**config.mk**
```make
export PLATFORM = sky130hd
export DESIGN_NAME = lfla_ram
export DESIGN_NICKNAME = d
export VERILOG_FILES = /design/src/design/lfla_ram.sv
export SDC_FILE = /design/constraint.sdc
export NUM_CORES = 1
export LEC_CHECK = 0
export ABC_CLOCK_PERIOD_IN_PS = 1600
export BUFFER_PORTS_ARGS = -buffer_cell sky130_fd_sc_hd__buf_2
export CORE_MARGIN = 4
export CORE_UTILIZATION = 45
export DETAILED_ROUTE_END_ITERATION = 12
export GPL_TIMING_DRIVEN = 1
export PLACE_DENSITY_LB_ADDON = 0.2
export SYNTH_ARGS = -nofsm -noshare
export SYNTH_HDL_FRONTEND = slang
export SYNTH_SLANG_ARGS = --single-unit
```
**constraint.sdc**
```tcl
create_clock -name clk -period 1.6 [get_ports clk]
set_input_delay 0.16 -clock clk [delete_from_list [all_inputs] [get_ports clk]]
set_output_delay 0.16 -clock clk [all_outputs]
set_load 0.02 [all_outputs]
```
**src/design/lfla_ram.sv**
```systemverilog
// ----------------------------------------------------------------------------
// lfla_ram
// Generic single-clock RAM with one write port and one read port. Read data
// is registered and appears in the cycle after the read enable.
// ----------------------------------------------------------------------------
module lfla_ram #(
    parameter int WIDTH = 8,
    parameter int DEPTH = 16
) (
    input  logic                     clk,
    input  logic                     we,
    input  logic [$clog2(DEPTH)-1:0] waddr,
    input  logic [WIDTH-1:0]         wdata,
    input  logic                     re,
    input  logic [$clog2(DEPTH)-1:0] raddr,
    output logic [WIDTH-1:0]         rdata
);

    logic [WIDTH-1:0] mem [DEPTH];
    logic [WIDTH-1:0] rdata_reg;

    always_ff @(posedge clk)
    begin
        if (we)
        begin
            mem[waddr] <= wdata;
        end
        if (re)
        begin
            rdata_reg <= mem[raddr];
        end
    end

    assign rdata = rdata_reg;

endmodule

```
* After elaboration in Yosys (flattened, before gate mapping) *
Memory sizes are Yosys's and may differ from the RTL's. A register that Yosys moved wholly into a read port is not among the register bits.
Cells that the tools add are included.
Widths: inputs -> output; s select.

word-level totals
  register bits = 0
  RAM bits = 128
  output and inout bits = 8
  memories = 1

operators by class
  mux-type cells = 2

memories
  memory  depth  width  read ports  clocked after Yosys merged registers in  wr ports  RTL line  text
  mem     16     8      1           1                                        1         19        logic [WIDTH-1:0] mem [DEPTH];

operators with widths
  cell    count
  $mux 1  2

* Longest topological paths before layout *
Gate-level depths: netlist (run 1).

  depth after elaboration = 2
  gate-level depth with buffers = 5

* Worst setup path after synthesis (run 1) *
OpenSTA, ideal clock, no wires.

  path kind = input -> register
  start point = input waddr[2]
  end point = memory mem[0][0], enable pin
  library setup time = 0.383 ns
  arrival = 1.270 ns
  required time = 1.217 ns
  slack = -0.053 ns
  stages = 2
  path buffers = 0
  cells stage by stage = or3b_2 nor3_1

RTL lines
  what                RTL line  text
  start: declaration  12        input logic [$clog2(DEPTH)-1:0] waddr,
  end: declaration    19

No word-level cell before the write port.

==> out/results.txt, run 1 <==
Synth top area cells: edfxtp_1, mux4_2, mux4_1, a22oi_1, nor2_1
Pwr dens: 1340 mW/mm^2
Worst slack, placed: -0.116 ns
Slew Viols, Final: 0
Via/cell ratio: 5.59
Max reg flops: 128
Placed cell count: 413
Mapped cell area: 0.00523 sq mm
Worst flop-to-flop path startpoint: mem[5][0]
Asr flop ratio synth: 0
Clk_lat worst skew: 0.40 ns
Critical Path End Type: flop
Worst Hold Depth: 1
Area growth, synth to finish: 20.3%
Met1 global-route usage: 0.238
Root Driver: clkbuf_16
P_leak: 0.00215 uW
Placer Congestion: 0.752
Grt met2 use: 0.235
Final ANT Viol Nets: 0
RSZ-0062 raised after global routing: false
Post-synth top area share: 0.781
CP Max Fanout: 1
F_max: 0.671 GHz
CORE AREA: 0.0114 sq mm
Seq cells post-synth: 136
Die ar.: 0.0134 sq mm
Setup ws final: 0.110 ns
Syn_area_per_cell: 22.8 sq um
N_diodes: 0
Startpoint class of the critical path: flop
# setup viols final: 0
VDD IR max: 0.663 mV
Total CTS buffers: 17
Mapped Nets: 248
Fillcell total: 903
Worst slew margin: 0.505
Max-Cap Viols: 0
Sequential area share after synthesis: 0.781
Largest area contributor in the synthesized netlist: edfxtp_1
Slew @ Worst Pin: 0.740 ns
Clock slew at reported path FFs: 0.06 ns
Synth warn: 0
Gr busiest metal: met1
R2r worst-path depth: 3
Setup Buffers After CTS: 0
Cells after synthesis: 229
Largest net degree at the start of global routing: 21
TritonCTS Sinks: 136
Reg2Reg Setup Slack: 0.11 ns
R2r endpoint: rdata[0]
Status: complete, no violations
Arr. time, crit path: 1.63 ns
Gr usage total: 0.163
First-iteration detailed-routing DRC count: 161
First-pass GRT wire length: 15300 um
Setup Crit Path Kind: reg -> reg
Post-synth EDFFs: 136
Row Count: 39
Met3 Use GR: 0.0501
Final Non-Filler Cells: 444
Hold endpoint: rdata[6]
Vias: 2484
Pre-antenna DRT Iters: 4
Final-report hold violation count: 0
Largest buffer count on any clock path: 2
Period utilization: 0.931
Final WL: 9820 um
Initial antenna violation count: 0
# IOs: 27
Total gr overflow: 0
CTS tree: done
Nets: 308
DR WL/cell: 22.1 um
Ys flop type: edfxtp_1
Hold Buf Count CTS: 0
Tmin final: 1.49 ns
Die Y: 116 um
Vias in the first global route: 2485
Share of layout cells above drive strength 1: 0.339
Die Span X: 116 um
Post-route DRC: 0
Post-synth top cells: edfxtp_1, mux4_2, a22oi_1, mux4_1, nor2_1
Critical Path RT: 1.74 ns
DP Wirelength: 6350 um
Skew final: 0.00550 ns
Initial core utilization: 0.458
Hold Path Origin: re
Netlist cell types: 18
Worst Hold Class: in -> reg
Most frequent cell after synthesis: edfxtp_1
H-tree depth: 4
I/O Buffers: 26
Post_cts resized: 0
==> kinds of logic (layout without fill, tap and decap cells) <==
logic type,count (synthesis),count (layout),synth area share
and+or+nand+nor,35,35,0.0314
DFF,136,136,0.781
buffers and inverters,10,82,0.0165
AOI/OAI and AO/OA,16,16,0.0230
muxes,32,32,0.148
==> routing by layer <==
metal	routed length [um]	share of wire
met1	4460	0.45
met2	4680	0.48
met3	554	0.056
met4	115	0.012
met5	0	0
==> per-stage QoR <==
| step | hold slack, ns | utilization | total power (uW) | cell area [sq um] | TNS (ns) |
|---|---|---|---|---|---|
| final | 0.119 | 0.551 | 8400 | 6290 | 0 |
| after global routing | 0.104 | 0.551 | 8680 | 6290 | 0 |
| after CTS | 0.101 | 0.551 | 8480 | 6290 | 0 |
| after detailed placement | 0.533 | 0.497 | 4510 | 5680 | -0.529 |
| after global placement | 0.537 | 0.497 | 4510 | 5680 | -0.527 |
| after floorplan | 0.259 | - | 4330 | 5230 | 0 |
==> critical path: stages, from the launching register on <==
cell and delay (ns):
edfxtp_1 0.35, mux4_1 0.54, a22oi_1 0.20, nand2_1 0.13
==> layout by cell type (no fill, tap or decap) <==
cell / netlist / final
edfxtp_1: 136 / 136
buf_12: 0 / 3
clkinv_4: 0 / 2
clkbuf_16: 0 / 17
clkinvlp_4: 0 / 2
nand3b_1: 2 / 2
nand3_1: 1 / 1
nand2_1: 9 / 9
bufinv_16: 0 / 4
mux4_1: 14 / 14
clkinv_2: 0 / 6
or3b_2: 1 / 1
and2b_1: 1 / 1
mux4_2: 18 / 18
nor3_1: 4 / 3
buf_4: 1 / 22
a22oi_1: 16 / 16
nand2b_1: 2 / 2
buf_2: 3 / 26
nor2_1: 13 / 13
nor2b_1: 1 / 1
nor3_2: 0 / 1
and2_1: 1 / 1
==> where the power goes <==
part / total [uW] / internal (uW) / switching (uW)
combinational: 401 / 170 / 231
clock: 3960 / 2580 / 1380
sequential: 4030 / 4020 / 19.0
==> final cells by class <==
class	instances	area, sq um	share of cell area
flip-flops and latches	136	4080	0.649
multi-input cells	83	1060	0.169
clock buffers	17	425	0.0676
repair buffers	51	355	0.0565
clock inverters	14	183	0.0290
well taps	143	179	0.0285
==> how the worst max path moves through the flow <==
stage                     cells past startpoint       from  slack [ns]  endpoint
after floorplan                               5   raddr[0]        0.16  rdata[1]
after global placement                        6   raddr[0]       -0.12  rdata[3]
after detailed placement                      5   raddr[0]       -0.12  rdata[1]
after CTS                                     3  mem[5][2]        0.11  rdata[2]
after global routing                          3  mem[7][6]        0.03  rdata[6]
final                                         3  mem[5][0]        0.11  rdata[0]
(Power assumes the default switching activity.)
==> inputs of run 2 (changes only) <==
--- a/config.mk
+++ b/config.mk
@@ -11,7 +11,7 @@
 export CORE_UTILIZATION = 45
 export DETAILED_ROUTE_END_ITERATION = 12
 export GPL_TIMING_DRIVEN = 1
-export PLACE_DENSITY_LB_ADDON = 0.2
+export PLACE_DENSITY = 0.74
 export SYNTH_ARGS = -nofsm -noshare
 export SYNTH_HDL_FRONTEND = slang
 export SYNTH_SLANG_ARGS = --single-unit
==> run 2 against run 1 <==
Sequential cell count did not move. Clock skew rose by 0.0041 ns. Non-clock buffer count rose by 1. Combinational power rose by 2%. Power fell by 3.5%. Register-to-register slack got worse by 0.05 ns. Worst hold slack got worse by 0.0019 ns. Final cell count rose by 0.23%. Count of clock-buffer cells in the layout did not move. Critical path depth did not move. Global-route usage fell by 0.11 points. Largest cell class unchanged. Largest power group unchanged. Highest routed layer unchanged.
==> out/results.txt, run 2 (synthesized netlist as in run 1, its figures left out) <==
Initial antenna violation count: 0
Worst slew margin: 0.766
Pwr dens: 1290 mW/mm^2
Die ar.: 0.0134 sq mm
Startpoint class of the critical path: flop
Setup Crit Path Kind: reg -> reg
Gr usage total: 0.162
Worst Hold Class: in -> reg
Nets: 309
TritonCTS Sinks: 136
Final WL: 9870 um
I/O Buffers: 26
Final Instance Area: 0.00626 sq mm
Setup ws final: 0.0636 ns
Total gr overflow: 0
Die Span X: 116 um
Vias in the first global route: 2598
Clk_lat worst skew: 0.40 ns
Post-route DRC: 0
Initial core utilization: 0.458
Worst slack, placed: -0.146 ns
Arr. time, crit path: 1.68 ns
DR WL/cell: 22.2 um
Period utilization: 0.960
Final-report hold violation count: 0
Clock share of power: 0.451
P_leak: 0.00213 uW
Status: complete, no violations
Area growth, synth to finish: 19.8%
Row Count: 39
Fillcell total: 851
First-iteration detailed-routing DRC count: 201
# IOs: 27
Sw frac: 0.204
Critical Path End Type: flop
Pre-antenna DRT Iters: 4
First-pass GRT wire length: 15600 um
Largest buffer count on any clock path: 2
Final Core Density: 0.549
Slew Viols, Final: 0
Die Y: 116 um
Routed met1 length: 4230 um
Share of layout cells above drive strength 1: 0.334
# setup viols final: 0
Root Driver: clkbuf_16
Slew @ Worst Pin: 0.351 ns
N_diodes: 0
DP Wirelength: 6280 um
Routed wl met3: 697 um
Comb pwr share: 0.051
Met2 WL: 4850 um
Via/cell ratio: 5.74
Vias: 2553
H-tree depth: 4
Clock slew at reported path FFs: 0.06 ns
Max reg flops: 128
Largest net degree at the start of global routing: 21
F_max: 0.651 GHz
Internal: 6450 uW
Skew final: 0.00956 ns
Critical Path RT: 1.74 ns
Placer Congestion: 0.743
Seq pwr share: 0.498
VDD IR max: 0.697 mV
RSZ-0062 raised after global routing: false
Total CTS buffers: 17
Net Sw Power: 1650 uW
CP Max Fanout: 1
Final ANT Viol Nets: 0
Cell Area, Placed: 0.00570 sq mm
CTS tree: done
Top sig layer: met4
Tmin final: 1.54 ns
Placed cell count: 414
Most common cell after layout, fill and taps aside: edfxtp_1
CORE AREA: 0.0114 sq mm
Most frequent cells in the layout: edfxtp_1, buf_2, buf_4, mux4_2, clkbuf_16
Max-Cap Viols: 0
Final Non-Filler Cells: 445
Hold_ws: 0.117 ns
-- run 2: changes by cell type in the layout (fill, tap and decap cells not counted), sizes merged --
cell,previous run,this run
bufinv,4,2
clkinvlp,2,4
buf,51,52
clkinv,8,7
inv,0,1
-- run 2: per-stage QoR --
stage,power (uW),TNS [ns]
finish,8100,0
global route,8360,0
CTS,8170,0
detailed placement,4520,-0.618
global placement,4500,-0.569
floorplan,4330,0
-- run 2: path summary, 6_finish.rpt --
path / start / endpoint / slack [ns] / cells past startpoint
hold / removal: re / rdata[7] / 0.12 / 1
setup / recovery: mem[1][5] / rdata[5] / 0.06 / 3
hold reg to reg: mem[14][4] / rdata[4] / 0.75 / 3
setup reg to reg: mem[1][5] / rdata[5] / 0.06 / 3
-- run 2: power by group through the flow --
stage          logic (uW)  registers, uW  clock network, uW
2_1_floorplan         203           4130                  0
3_3_place_gp          397           4100                  0
3_5_place_dp          409           4110                  0
4_1_cts               413           4030               3720
5_1_grt               446           4040               3880
6_report              410           4030               3660
-- run 2: what timing repair did --
action / CTS / global route
hold buffers: 0 / 0
endpoints found under the setup margin: 0 / 1
setup buffers: 0 / 0
gates resized for setup: 0 / 1
-- run 2: cell type report --
class	instances	area, sq um	share of cell area
Clock inverter	14	134	0.0214
Timing Repair Buffer	52	375	0.0599
Clock buffer	17	425	0.0679
Tap cell	143	179	0.0286
Sequential cell	136	4080	0.652
Multi-Input combinational cell	83	1070	0.170
-- run 2: metal layers --
| metal | vias up | GRT usage |
|---|---|---|
| li1 | 1107 | - |
| met1 | 1335 | 0.233 |
| met2 | 103 | 0.240 |
| met3 | 8 | 0.0449 |
| met4 | 0 | 0.0588 |
| met5 | - | 0 |
-- run 2: worst max-delay path, stage by stage (launching register included) --
cell	delay (ns)
edfxtp_1	0.37
mux4_1	0.53
a22oi_1	0.26
nand2_1	0.12
