<file path="config.mk">
export PLATFORM = sky130hd
export DESIGN_NAME = lfla_cfg
export DESIGN_NICKNAME = d
export VERILOG_FILES = /design/src/design/lfla_pkg.sv /design/src/design/lfla_cfg.sv
export SDC_FILE = /design/constraint.sdc
export NUM_CORES = 1
export LEC_CHECK = 0
export BUFFER_PORTS_ARGS = -buffer_cell sky130_fd_sc_hd__buf_2
export CORE_ASPECT_RATIO = 0.8
export CORE_MARGIN = 4
export CORE_UTILIZATION = 37
export CTS_BUF_LIST = sky130_fd_sc_hd__clkbuf_8
export CTS_CLUSTER_DIAMETER = 40
export DETAILED_ROUTE_END_ITERATION = 8
export PLACE_DENSITY = 0.88
export SLEW_MARGIN = 5
export SYNTH_ARGS = -nofsm -noshare
export SYNTH_HDL_FRONTEND = slang
export SYNTH_SLANG_ARGS = --single-unit
export TNS_END_PERCENT = 100
</file>
<file path="constraint.sdc">
create_clock -name clk -period 2.1 [get_ports clk]
set_input_delay 0.105 -clock clk [delete_from_list [all_inputs] [get_ports clk]]
set_output_delay 0.105 -clock clk [all_outputs]
set_load 0.01 [all_outputs]
</file>
<file path="src/design/lfla_pkg.sv">
// ----------------------------------------------------------------------------
// lfla_pkg
// Shared types and constants of the lazy free list allocator: request and
// response records, request and error codes, controller states and the
// configuration register map.
// ----------------------------------------------------------------------------
package lfla_pkg;

    localparam int POOL_DEPTH = 1024;
    localparam int IDX_W      = $clog2(POOL_DEPTH);

    localparam int APB_ADDR_W = 3;
    localparam int APB_DATA_W = 32;

    localparam logic [IDX_W-1:0] FIRST_NODE = IDX_W'(1);
    localparam logic [IDX_W-1:0] CAP_MAX    = IDX_W'(POOL_DEPTH - 2);
    localparam logic [IDX_W-1:0] CAP_RESET  = IDX_W'(1022);

    localparam logic [APB_ADDR_W-3:0] REG_CAPACITY = '0;

    typedef enum logic [1:0] {
        REQ_ALLOC = 2'd0,
        REQ_FREE  = 2'd1,
        REQ_CLEAR = 2'd2,
        REQ_NOP   = 2'd3
    } req_code_t;

    typedef enum logic [1:0] {
        ERR_OK        = 2'd0,
        ERR_EXHAUSTED = 2'd1,
        ERR_EMPTY     = 2'd2
    } err_code_t;

    typedef enum logic [1:0] {
        ST_INIT,
        ST_IDLE,
        ST_ALLOC
    } state_t;

    typedef struct packed {
        logic [1:0]       req_type;
        logic [IDX_W-1:0] free_index;
    } req_t;

    typedef struct packed {
        logic [IDX_W-1:0] alloc_index;
        logic [1:0]       error;
        logic [IDX_W-1:0] in_use;
        logic [IDX_W-1:0] peak;
    } rsp_t;

endpackage

</file>
<file path="src/design/lfla_cfg.sv">
// ----------------------------------------------------------------------------
// lfla_cfg
// APB register file of the allocator. Holds the capacity register and derives
// the capacity in effect, which never exceeds the nodes the pool can supply.
// ----------------------------------------------------------------------------
module lfla_cfg
    import lfla_pkg::*;
(
    input  logic                  clk,
    input  logic                  rst_n,
    input  logic                  psel,
    input  logic                  penable,
    input  logic                  pwrite,
    input  logic [APB_ADDR_W-1:0] paddr,
    input  logic [APB_DATA_W-1:0] pwdata,
    output logic [APB_DATA_W-1:0] prdata,
    output logic                  pready,
    output logic [IDX_W-1:0]      cap_eff
);

    logic [IDX_W-1:0]        capacity_reg;
    logic [IDX_W-1:0]        capacity_next;
    logic [APB_ADDR_W-3:0]   reg_index;
    logic                    wr_en;

    assign pready    = 1'b1;
    assign reg_index = paddr[APB_ADDR_W-1:2];
    assign wr_en     = psel && penable && pwrite && pready;

    always_comb
    begin
        capacity_next = capacity_reg;
        prdata        = '0;
        unique case (reg_index)
            REG_CAPACITY:
            begin
                prdata = APB_DATA_W'(capacity_reg);
                if (wr_en)
                begin
                    capacity_next = pwdata[IDX_W-1:0];
                end
            end
            default:
            begin
                prdata = '0;
            end
        endcase
    end

    always_ff @(posedge clk or negedge rst_n)
    begin
        if (!rst_n)
        begin
            capacity_reg <= CAP_RESET;
        end
        else
        begin
            capacity_reg <= capacity_next;
        end
    end

    assign cap_eff = (capacity_reg > CAP_MAX) ? CAP_MAX : capacity_reg;

endmodule

</file>
# After elaboration in Yosys (flattened, before gate mapping)
# Cells that the tools add are included.
# Widths: inputs -> output; s select.
[totals] input_bits=40 output_inout_bits=43 ff_bits=10 wordCells=8
[classes] bitwise_logic=1 n_reduce_logical=3 muxes=2 order_cmp=1
[ops] operator="$mux 10" count=2
[ops] operator="$gt 10x10->1 const B" count=1
[ops] operator="$logic_and 1x1->1" count=2
[ops] operator="$reduce_and 2->1" count=1
[ops] operator="$not 1->1" count=1

# Depth between registers and ports, before layout
# Gate-level depths: netlist (run 1).
[logic_depth] ltp_word=3 ltp_mapped=3 ltp_nobuf=2

# Worst setup path before layout (run 1)
# OpenSTA, ideal clock, no wires.
[synth_path] path_type="register to output" start="reg capacity_reg[6]" end="out cap_eff[0]" stages_incl_launch_ff=3 required_time_ps=1995 slack_ps=1079 n_path_buf=0 arrival_ps=916 path_cell_list="dfstp_2 > nand4_1 > o31a_1"
[synth_via] elab_chain_cells=2
[synth_rtl] item="from (decl)" line="lfla_cfg.sv:21" text="logic [IDX_W-1:0] capacity_reg;"
[synth_rtl] item="from (signal assigned)" line="lfla_cfg.sv:58" text="capacity_reg <= capacity_next;"
[synth_rtl] item="$gt 10x10->1" line="lfla_cfg.sv:62" text="assign cap_eff = (capacity_reg > CAP_MAX) ? CAP_MAX : capacity_reg;"
[synth_rtl] item="$mux 10" line="lfla_cfg.sv:62"
[synth_rtl] item="to (decl)" line="lfla_cfg.sv:18" text="output logic [IDX_W-1:0] cap_eff"
# Every way passes these cells.

# Worst setup path in the final report (run 1)
[layout_path] start="reg capacity_reg[7]" end="out cap_eff[0]"
# Same word-level chain as after synthesis.

==> impl_metrics.ini, run 1 <==
[status]
outcome = finished, final reports clean

[global_routing]
grt_overflow = 0
antenna_found_initial = 0
grt_usage_pct = 9.79
grt_pass1_wl_um = 1900
grt_pass1_vias = 431
grt_max_degree = 12

[synth]
yosys.cell_types.count = 13
yosysWarnings = 0
ys_seq_elements = 10
synth_cells = 71
ys_seq_area_share_pct = 34.8
syn_area_per_cell_sq_um = 10.6
netlist_area_sq_um = 751

[floorplan]
core_sq_mm = 0.00191
dieArea_sq_mm = 0.00282
rows = 14
die_w_um = 58.4
die_h_um = 48.3
ioPinCount = 83
initial_core_util_pct = 39.3

[timing]
fin_crit_ns = 1.42
skew_ns = 0
totalNegativeSetupSlack_ns = 0
finalMaxSlewViolations = 0
rsz0062_at_grt = false
setup_viol = 0
fmaxAchievable_mhz = 706
hold_viol = 0
min_period_over_period_pct = 67.4
fin_hold_ws_ns = 0.104

[cts]
cts_tree = yes
cts.repair.resized = 0
cts_num_sinks = 10
hold_buffers = 1
cts.clk_slew.worst_paths_ns = 0.04
numCtsBuffers = 3
clk_path_buf_depth = 2
cts_setup_buffers = 0
clockRootBuffer = clkbuf_8
htreeDepth = 1
clock_latency_ns = 0.23

[power_and_ir_drop]
leakage_uw = 0.000500
clkPwrFrac_pct = 29.5
p_per_area_mw_per_mm2 = 891
pwr-share-seq_pct = 39.0
p_switching_uw = 219
p_comb_share_pct = 31.4
irDropWorstVdd_mv = 0.581
swShare_pct = 27.9
p_int_uw = 564

[worst_setup_path]
cp.buffers_inverters = 1
endpoint_kind = output pin
r2r_cells = 1
critPathKind = register to output pin
cp.depth = 3
crit_fanout = 4
crit_chain = nand4_1, o31a_1, buf_2
critPathMaxStageDelay_ns = 0.55
worst_ep_required_time_ns = 2.00
cpLargestDelayFamily = flip-flops
cp_data_arrival_time_ns = 1.31
critPathLaunch = capacity_reg[7]
r2r_start = capacity_reg[0]
critPathSlowestCell = dfstp_2
crit_path_start_kind = register

[place]
dp.cells = 117
gp_congestion = 0.657
dpl_cell_area_sq_um = 813
hpwl_um = 1130
portBuffers = 35

[routing]
wl_met3_um = 208
top_layer = met3
dr.pass1.iters = 3
wl_met2_um = 645
route.vias.total = 481
drc_errors = 0
wl_met1_um = 471
drt_iter0_drc = 6
avgRoutedWirePerCell_um = 10.9
post_drt_via_cell_ratio = 3.94
wl_um = 1320
drtAntennaViolNets = 0

[finish]
area_delta_synth_final_pct = 17.0
design_area_sq_um = 878
fin_cells = 122
largest_register_ffs = 10
final_util_pct = 46.0
drive_gt1_share_pct = 60.2
num_antenna_cells = 0
nFillCells = 200
final_nets = 139

[hold_path]
holdCritPathClass = input port to register
hold_path_depth = 2
min_from = pwdata[1]

[run]
drv_cap = 0
-- logic make-up (layout without fill, tap and decap cells) --
family          count (synthesis)  count (layout)  synth area share (%)
compound gates                  1               1                  1.17
buf+inv                        34              40                  29.5
simple gates                   14              14                  13.5
flops                          10              10                  34.8
mux                            10              10                  20.0
other cells                     2              23                  1.00
-- cell usage after synthesis (all sizes together) --
master,n,area share (%)
buf,24,25
clkbuf,10,5.0
conb,2,1.0
dfrtp,1,3.3
dfstp,9,32
mux2,10,20
nand2,1,0.50
nand3,1,0.67
nand4,1,0.83
nand4b,1,3.2
nor2b,10,8.3
o31a,1,1.2
-- final timing paths --
kind	slack, ns	to
hold / removal	0.10	capacity_reg[1]
max in group asynchronous	1.59	capacity_reg[6]
min in group asynchronous	0.26	capacity_reg[0]
setup / recovery	0.68	cap_eff[0]
hold reg to reg	0.53	capacity_reg[0]
setup reg to reg	1.34	capacity_reg[0]
-- metrics by stage --
step	setup WS, ns	total power (uW)
floorplan	1.08	507
global placement	0.930	548
detailed placement	0.915	556
CTS	0.659	795
global route	0.626	833
finish	0.684	783
-- final cells by class --
class / instances / area, sq um / share of cell area, %
clock buffers: 4 / 55.1 / 6.27
multi-input cells: 48 / 347 / 39.5
flip-flops and latches: 10 / 262 / 29.8
well taps: 24 / 30.0 / 3.42
repair buffers: 36 / 185 / 21.1
-- power by group through the flow --
stage	registers (uW)	clock network, uW	logic [uW]
global route	313	253	268
detailed placement	308	0	248
floorplan	295	0	212
finish	306	231	246
global placement	304	0	244
CTS	307	239	250
-- placed cells by master, fill, tap and decap left out --
master	n
nand4b_4	1
dlygate4sd3_1	1
nor2b_1	10
mux2_4	10
nand4_1	1
dfstp_2	9
nand2_1	1
buf_2	35
o31a_1	1
conb_1	23
nand3_1	1
clkbuf_8	4
dfrtp_1	1
-- metal layers --
layer / track usage [%] / vias up
li1: - / 228
met1: 10.9 / 216
met2: 16.0 / 37
met3: 6.08 / 0
met4: 2.78 / 0
met5: 0 / -
Note: power is estimated with default switching activity, not from simulation.
==> run 2: changes to the inputs <==
--- a/config.mk
+++ b/config.mk
@@ -8,11 +8,11 @@
 export BUFFER_PORTS_ARGS = -buffer_cell sky130_fd_sc_hd__buf_2
 export CORE_ASPECT_RATIO = 0.8
 export CORE_MARGIN = 4
-export CORE_UTILIZATION = 37
+export CORE_UTILIZATION = 35
 export CTS_BUF_LIST = sky130_fd_sc_hd__clkbuf_8
 export CTS_CLUSTER_DIAMETER = 40
 export DETAILED_ROUTE_END_ITERATION = 8
-export PLACE_DENSITY = 0.88
+export PLACE_DENSITY = 0.84
 export SLEW_MARGIN = 5
 export SYNTH_ARGS = -nofsm -noshare
 export SYNTH_HDL_FRONTEND = slang
==> constraint.sdc (replaced) <==
create_clock -name clk -period 1.48 [get_ports clk]
set_input_delay 0.074 -clock clk [delete_from_list [all_inputs] [get_ports clk]]
set_output_delay 0.074 -clock clk [all_outputs]
set_load 0.01 [all_outputs]
==> run 2 against run 1 <==
Setup slack worse by 0.59 ns. Combinational power is 42% higher. Hold slack worse by 0.039 ns. Largest cell class unchanged. Via count is 3.3% higher. Largest power group unchanged. Critical endpoint unchanged. First-iteration DRC count is 67% lower.
==> impl_metrics.ini, run 2 (synthesis gave the netlist of run 1 again) <==
[finish]
nFillCells = 200
layout_common_cells = buf_2 (35), conb_1 (23), nor2b_1 (10), mux2_4 (10), dfstp_2 (9)
final_common_cell = buf_2
final_nets = 139
area_delta_synth_final_pct = 17.0
multi_input_area_sq_um = 347
num_antenna_cells = 0
regArea_sq_um = 262
drive_gt1_share_pct = 60.2
largest_register_ffs = 10

[power_and_ir_drop]
p_int_uw = 801
p_switching_uw = 318
p_comb_share_pct = 31.3
irDropWorstVdd_mv = 0.662
pwr-share-seq_pct = 38.7
p_per_area_mw_per_mm2 = 1270
leakage_uw = 0.000500
clkPwrFrac_pct = 30.0
total_power_uw = 1120
swShare_pct = 28.4

[cts]
numCtsBuffers = 3
cts_num_sinks = 10
cts.clk_slew.worst_paths_ns = 0.05
clockRootBuffer = clkbuf_8
clk_path_buf_depth = 2
clock_latency_ns = 0.23
cts.repair.resized = 0
cts_tree = yes
htreeDepth = 1

[timing]
totalNegativeSetupSlack_ns = 0
skew_ns = 0
fin_crit_ns = 1.39
fmaxAchievable_mhz = 721
hold_viol = 0
setup_viol = 0
fin_hold_ws_ns = 0.0657
finalMaxSlewViolations = 0
min_period_over_period_pct = 93.7
rsz0062_at_grt = false

[global_routing]
antenna_found_initial = 0
grt_pass1_vias = 457
grt_usage_pct = 9.93
grt_overflow = 0
grt_pass1_wl_um = 2100
grt_max_degree = 12

[routing]
route.vias.total = 497
wl_um = 1400
post_drt_via_cell_ratio = 4.07
drc_errors = 0
avgRoutedWirePerCell_um = 11.5
dr.pass1.iters = 2
drt_iter0_drc = 2
drtAntennaViolNets = 0

[place]
gp_congestion = 0.642
portBuffers = 35
hpwl_um = 1190

[worst_setup_path]
crit_path_start_kind = register
crit_fanout = 4
r2r_cells = 1
cp_data_arrival_time_ns = 1.31
critPathKind = register to output pin
endpoint_kind = output pin
worst_ep_required_time_ns = 1.41

[floorplan]
dieArea_sq_mm = 0.00295
ioPinCount = 83
die_h_um = 49.4
core_sq_mm = 0.00196
rows = 14
initial_core_util_pct = 38.3
die_w_um = 59.8

[status]
outcome = finished, final reports clean

[run]
drv_cap = 0

[hold_path]
holdCritPathClass = input port to register
hold_path_depth = 2
-- run 2: cell counts in the layout (fill, tap and decap cells not counted) --
Identical to the previous run, type by type.
-- run 2: through the flow --
stage | worst slack (ns) | util [%] | cell area [sq um] | instances
after floorplan | 0.490 | - | 830 | 92
after global placement | 0.342 | 41.5 | 813 | 117
after detailed placement | 0.339 | 41.5 | 813 | 117
after CTS | 0.0772 | 44.8 | 878 | 122
after global routing | 0.0276 | 44.8 | 878 | 122
final | 0.0926 | 44.8 | 878 | 122
-- run 2: layout make-up --
class / count / share of cell area, %
repair buffers: 36 / 21.1
well taps: 24 / 3.42
flip-flops and latches: 10 / 29.8
clock buffers: 4 / 6.27
multi-input cells: 48 / 39.5
-- run 2: power groups by stage --
stage               logic, uW  registers (uW)  clock network [uW]
floorplan                 301             418                   0
global placement          347             432                   0
detailed placement        353             439                   0
CTS                       355             436                 348
global route              381             444                 368
finish                    350             433                 335
-- run 2: metal layers --
layer  GRT usage, %  share of wire (%)  up-vias
met5              0                  0        -
met4           3.32               0.71        0
met2           16.9                 50       39
met3           6.35                 16        2
li1               -                  -      227
met1           9.53                 32      229
-- run 2: critical path, stage by stage (launching register included) --
cell     delay [ns]
dfstp_2        0.54
nand4_1        0.12
o31a_1         0.28
buf_2          0.14
-- run 2: path summary, 6_finish.rpt --
path / end / from / slack [ns]
worst min register to register: capacity_reg[0] / capacity_reg[0] / 0.53
worst max register to register: capacity_reg[0] / capacity_reg[0] / 0.73
worst max-delay path: cap_eff[0] / capacity_reg[6] / 0.09
max in group asynchronous: capacity_reg[3] / rst_n / 1.00
worst min-delay path: capacity_reg[4] / pwdata[4] / 0.07
min in group asynchronous: capacity_reg[0] / rst_n / 0.23
-- run 2: what timing repair did --
action	4_1_cts	5_1_grt
setup buffers	0	0
endpoints found under the setup margin	0	0
hold buffers	1	0
hold endpoints to repair	10	0
